## src/design/wellp_pkg.sv

```systemverilog
package wellp_pkg;

    // Ring geometry and generator taps
    localparam int RING_DEPTH     = 16;
    localparam int TAP_C          = 13;
    localparam int TAP_E          = 9;
    localparam int TAP_W          = RING_DEPTH - 1;
    localparam int MAX_LANES      = 8;
    localparam int SEED_MAX_WORDS = RING_DEPTH * MAX_LANES;

    // Defaults for the top-level parameters
    localparam int DEF_MAX_RUN = 16;
    localparam int DEF_LANES   = 4;

    // Word and field widths
    localparam int WORD_W    = 32;
    localparam int FRAC_W    = 23;
    localparam int COUNT_W   = 5;
    localparam int CFG_IDX_W = 2;
    localparam int SPAN_W    = WORD_W + 1;
    localparam int PROD_W    = SPAN_W + FRAC_W + 1;

    // Generator constants
    localparam logic [WORD_W-1:0] MIX_MASK   = 32'hda442d24;
    localparam logic [WORD_W-1:0] SEED_START = 32'd5489;
    localparam logic [WORD_W-1:0] SEED_MULT  = 32'd1812433253;

    // Register map
    localparam logic [CFG_IDX_W-1:0] REG_RANGE_LOW  = 2'd0;
    localparam logic [CFG_IDX_W-1:0] REG_RANGE_HIGH = 2'd1;

    localparam logic signed [WORD_W-1:0] RANGE_LOW_RST  = 32'sd0;
    localparam logic signed [WORD_W-1:0] RANGE_HIGH_RST = 32'sd65536;
    localparam logic signed [SPAN_W-1:0] SPAN_RST       = 33'sd65536;

    // Channel words
    typedef struct packed {
        logic [COUNT_W-1:0] sample_count;
    } req_word_t;

    typedef struct packed {
        logic signed [WORD_W-1:0] sample;
        logic                     last_of_run;
    } smp_word_t;

    typedef struct packed {
        logic [CFG_IDX_W-1:0] index;
        logic [WORD_W-1:0]    data;
    } cfg_word_t;

    // Issued fraction between sequencer and scaler
    typedef struct packed {
        logic              valid;
        logic              last;
        logic [FRAC_W-1:0] frac;
    } frac_word_t;

    // Seed words from the Mersenne-style recurrence; evaluated at elaboration
    function automatic logic [SEED_MAX_WORDS*WORD_W-1:0] seed_table();
        logic [WORD_W-1:0]                x;
        logic [SEED_MAX_WORDS*WORD_W-1:0] t;
        x = SEED_START;
        t = '0;
        t[WORD_W-1:0] = x;
        for (int k = 1; k < SEED_MAX_WORDS; k++)
        begin
            x = WORD_W'(SEED_MULT * (x ^ (x >> 30))) + WORD_W'(k);
            t[k*WORD_W +: WORD_W] = x;
        end
        return t;
    endfunction

endpackage

```

## src/design/wellp_ring.sv

```systemverilog
module wellp_ring #(
    parameter int LANES = wellp_pkg::DEF_LANES
) (
    input  logic                          clk,
    input  logic                          rst_n,
    input  logic                          step,
    output logic [wellp_pkg::FRAC_W-1:0]  fracs [LANES]
);
    localparam int W = wellp_pkg::WORD_W;
    localparam int D = wellp_pkg::RING_DEPTH;
    localparam logic [wellp_pkg::SEED_MAX_WORDS*W-1:0] SEED_WORDS = wellp_pkg::seed_table();

    // Ring kept relative to the current position: entry 0 is the position
    logic [W-1:0] ring_reg [D][LANES];
    logic [W-1:0] r0 [LANES];
    logic [W-1:0] r1 [LANES];

    // One WELL512a step per lane
    always_comb
    begin
        logic [W-1:0] a, c, e, w, b, f, d;
        for (int l = 0; l < LANES; l++)
        begin
            a = ring_reg[0][l];
            c = ring_reg[wellp_pkg::TAP_C][l];
            e = ring_reg[wellp_pkg::TAP_E][l];
            w = ring_reg[wellp_pkg::TAP_W][l];
            b = a ^ (a << 16) ^ c ^ (c << 15);
            f = e ^ (e >> 11);
            r0[l] = b ^ f;
            d = r0[l] ^ ((r0[l] << 5) & wellp_pkg::MIX_MASK);
            r1[l] = w ^ (w << 2) ^ b ^ (b << 18) ^ (f << 28) ^ d;
            fracs[l] = r1[l][wellp_pkg::FRAC_W-1:0];
        end
    end

    // Rotate by one on a step: the new position is the old position + 15
    always_ff @(posedge clk or negedge rst_n)
    begin
        if (!rst_n)
        begin
            for (int j = 0; j < D; j++)
            begin
                for (int l = 0; l < LANES; l++)
                begin
                    ring_reg[j][l] <= SEED_WORDS[(j*LANES+l)*W +: W];
                end
            end
        end
        else if (step)
        begin
            for (int l = 0; l < LANES; l++)
            begin
                for (int j = 2; j < D; j++)
                begin
                    ring_reg[j][l] <= ring_reg[j-1][l];
                end
                ring_reg[1][l] <= r0[l];
                ring_reg[0][l] <= r1[l];
            end
        end
    end

endmodule

```

## config.mk

```make
export PLATFORM = sky130hd
export DESIGN_NAME = wellp_ring
export DESIGN_NICKNAME = d
export VERILOG_FILES = /design/src/design/wellp_pkg.sv /design/src/design/wellp_ring.sv
export SDC_FILE = /design/constraint.sdc
export NUM_CORES = 2
export LEC_CHECK = 0
export ABC_AREA = 1
export BUFFER_PORTS_ARGS = -buffer_cell sky130_fd_sc_hd__buf_2
export CORE_MARGIN = 3
export CORE_UTILIZATION = 30
export CTS_CLUSTER_SIZE = 25
export DETAILED_ROUTE_END_ITERATION = 8
export GPL_ROUTABILITY_DRIVEN = 0
export PLACE_DENSITY = 0.47
export SETUP_SLACK_MARGIN = 0.1
export SYNTH_ARGS = -nofsm -noshare
export SYNTH_HDL_FRONTEND = slang
export SYNTH_SLANG_ARGS = --single-unit
export TNS_END_PERCENT = 50
```

## constraint.sdc

```tcl
create_clock -name clk -period 1.9 [get_ports clk]
set_clock_uncertainty 0.05 [all_clocks]
set_input_delay 0.095 -clock clk [delete_from_list [all_inputs] [get_ports clk]]
set_output_delay 0.095 -clock clk [all_outputs]
set_load 0.01 [all_outputs]
```

== After elaboration in Yosys (flattened, before gate mapping) ==
Index checks and enable logic that the tools add are counted.
W data, S select, Z words.

* Bitwise operators: 44

{| class="wikitable"
|+ Operators by type and width
! operator !! number
|-
| $xor A32 B32 Y32 || 40
|-
| $xor A32 B21 Y32 || 4
|}

* Bits of input ports: 3
* Word-level logic and storage cells: 108
* Register bits: 2,048
* Output and inout port bits: 92

== Longest topological paths before layout ==
* Word-level depth: 7
* Gate-level depth with buffers: 13
* Depth with buffers taken out: 13

== Worst setup path after synthesis ==
No wires, ideal clock.

* Kind: reg-to-output
* Start point: reg ring_reg[260] (netlist bit)
* End point: out fracs[22] (netlist bit)
* Buffers on the path: 1
* Stages on the path, launching flop included: 7
* Required time: 1.755 ns
* Path slack: 0.278 ns
* Arrival time: 1.477 ns
* Cells stage by stage: dfstp_2 > xor2_1 > xnor2_1 > xor2_1 > nand2_1 > and2_1 > buf_4

{| class="wikitable"
|+ RTL lines
! item !! RTL line !! RTL
|-
| from (decl) || wellp_ring.sv:14 || <nowiki>logic [W-1:0] ring_reg [D][LANES];</nowiki>
|-
| from (signal, indexed assignment) || wellp_ring.sv:46 || <nowiki>ring_reg[j][l] <= SEED_WORDS[(j*LANES+l)*W +: W];</nowiki>
|-
| from (signal, indexed assignment) || wellp_ring.sv:56 || <nowiki>ring_reg[j][l] <= ring_reg[j-1][l];</nowiki>
|-
| from (signal, indexed assignment) || wellp_ring.sv:58 || <nowiki>ring_reg[1][l] <= r0[l];</nowiki>
|-
| to (decl) || wellp_ring.sv:7 || <nowiki>output logic [wellp_pkg::FRAC_W-1:0] fracs [LANES]</nowiki>
|}

==> results.ini <==
[placed_design]
port_buffers = 94
dpl.hpwl_mm = 139
post_dp_cell_area_sq_um = 92900

[clock_network]
cts_buffers = 232
cts_max_level = 4
cts_tree = yes
clk_latency_ps = 900
clkTransAtPathRegs_ps = 60
root_buffer = clkbuf_16
cts_buffer_depth = 4
cts.sinks = 2048

[global_routing]
use_met1_pct = 20.1
first_global_vias = 59900
globalRouteMet2Util_pct = 22.5
grt_pass1_wl_mm = 340
grt_use_total_pct = 14.2
grt_antenna_before_repair = 6
grt_most_used_layer = met2
grt_max_degree = 119
gr-total-overflow = 0
met3_usage_pct = 2.16

[setup_path]
cp_top_family = flip-flops
required_ps = 1750
slowest_stage = dfstp_2
worstSetupPathType = flop to output port
critical_path.cell_chain = xnor2_4, xnor2_2, or2_1, nand2_1, nand2_1, and2_4, buf_6
worst-path-buf-inv = 1
setup.worst_path.end_class = output port
crit_top_cell = nand2_1
critical_path_arrival_ps = 2450
cp_max_fo = 3
max_stage_delay_ps = 590
critPathLaunchType = flop

[run]
drv_cap = 0

[die]
ios = 95
die_width_microns = 543
die_h_microns = 543
dieArea_sq_um = 295000
rows = 196
coreArea_sq_um = 286000
start_util_pct = 30.2

[final_layout]
multi_input_area_sq_um = 32000
largest_register_ffs = 2048
fin_nets = 9733
area.growth.synth_to_final_pct = 22.7
fillers = 28400
fin_area_sq_um = 106000
seq_area_sq_um = 52600
drive_gt1_share_pct = 24.5

[synthesis]
syn_nets = 9419
syn-instance-count = 9416
async_flop_share_pct = 100
dominantRegCellSynth = dfstp_2
yosys.area.top_type = dfstp_2
ys_top_cells_by_area = dfstp_2 (32%), dfrtp_1 (29%), nand2_1 (17%)
synth_edf_count = 0
syn_avg_cell_area_sq_um = 9.19
synth_cell_types = 34
ys_warn_count = 0
synth_top_area_share_pct = 31.5
yosysSeqAreaShare_pct = 60.7
ys_ff_latch = 2048
netlist_area_sq_um = 86600

[routing]
via_per_inst = 4.34
routed_wl_mm = 210
drcViolationCount = 0
postRouteAntennaNets = 0
wl_per_cell_microns = 15.3
firstDrtPassIters = 5
drt-initial-drc-count = 3816
vias = 59400

[sta]
relSlewSlack_pct = 43.4
period_share_pct = 137
max_freq_mhz = 385
setup_slack_ps = -695
hold_slack_ps = 118
period_minus_slack_ps = 2590
setup_viol = 96
worst_pin_slew_ps = 848
slew_viol_final = 0
hold_violations = 0
rsz0062_at_grt = true

[power_and_ir_drop]
p_per_area_nw_per_um2 = 1630
irDropWorstVdd_v = 0.00117
p_leak_nw = 47.9

[outcome]
status = finished with violations
violations = setup timing

[min_path]
holdCritPathClass = primary input to flop

[cells in the mapped netlist (10+ instances only)]
library cell  instances
nand2_1            4015
o21ai_0            1165
dfstp_2            1038
dfrtp_1            1010
inv_1               662
xnor2_1             443
xor2_1              254
buf_2               216
clkbuf_1            190
buf_4               128
nand3_1             128
nor2_1               36
xnor2_2              17
and2_1               15
buf_1                14
a21oi_1              10
[repair_timing]
action,in CTS,in global routing
hold buffers,5,0
resized for setup,434,227
endpoints found under the setup margin,94,111
pin swaps,147,125
buffers inserted,125,65
hold endpoints to repair,2351,0
[where the power goes]
| group | internal, mW | switching, mW |
|---|---|---|
| sequential | 59.7 | 8.74 |
| combinational | 27.2 | 31.1 |
| clock | 27.8 | 18.4 |
[per-stage QoR]
step	TNS [ps]	utilization [%]	cells	setup slack, ps	total power [mW]
after detailed placement	0	32.5	13100	41.9	116
after global placement	0	32.5	13100	35.0	115
final	-41670	37.1	13700	-695	173
after CTS	-51280	36.5	13600	-771	172
after global routing	-53370	37.1	13700	-851	184
after floorplan	0	-	9416	278	98.6
[layer usage]
layer  vias to the layer above  routed length [microns]  share of wire [%]
li1                      29500                        -                  -
met1                     29000                   101000                 48
met2                       623                    96600                 46
met3                       294                     7100                3.4
met4                         2                     5170                2.5
met5                         -                       13             0.0062
[worst min-delay path, cell delays in order]
cell and delay (ps):
dlygate4sd3_1 620, buf_12 200, nand2_1 70, nand2_1 50
[worst paths after layout]
kind                                 from        endpoint  slack, ps  depth (start not counted)
hold / removal                       step  ring_reg[1250]        120                          4
hold reg to reg            ring_reg[1278]  ring_reg[1150]        370                          2
setup reg to reg            ring_reg[843]   ring_reg[843]       -530                         16
setup / recovery            ring_reg[883]       fracs[82]       -690                          7
max in group asynchronous           rst_n   ring_reg[166]        350                          7
min in group asynchronous           rst_n   ring_reg[205]        500                          4
[cell type report]
| type | instances | area share, % |
|---|---|---|
| clock buffers | 355 | 6.51 |
| inverters | 663 | 2.35 |
| clock inverters | 74 | 0.920 |
| well taps | 3762 | 4.43 |
| multi-input cells | 6152 | 30.1 |
| repair buffers | 633 | 6.18 |
| diodes | 2 | 0.00471 |
| flip-flops and latches | 2048 | 49.5 |
[placed cells by master (no fill, tap or decap), types with 6 or more instances in the layout]
cell type and n:
bufinv_16 21, dfstp_2 1038, buf_12 110, clkbuf_16 235, dfrtp_2 30, clkinv_2 40
nand2_2 44, buf_6 127, clkbuf_8 58, o211ai_1 6, xnor2_4 67, nand3b_1 9
clkbuf_1 62, nor2_1 35, xnor2_2 117, and2_4 14, buf_4 372, o21ai_0 1162
nand4_1 6, xnor2_1 276, dfrtp_1 980, xor2_2 42, xor2_4 34, nand2_1 3958
inv_2 10, o22ai_1 9, nand2_4 13, buf_2 20, a31oi_1 8, xor2_1 178
a21oi_1 10, nand3_1 115, inv_1 652, nand3_2 13
[kinds of logic (layout without fill, tap and decap cells)]
kind of cell / count (synthesis) / after routing / share of synthesized area [%]
xor gates and xnor gates: 714 / 714 / 7.37
other: 0 / 2 / 0
buffers and inverters: 1216 / 1725 / 6.16
and+or+nand+nor: 4226 / 4226 / 18.7
AOI/OAI and AO/OA: 1212 / 1212 / 7.10
DFF: 2048 / 2048 / 60.7
Power figures use the tool's default switching activity.
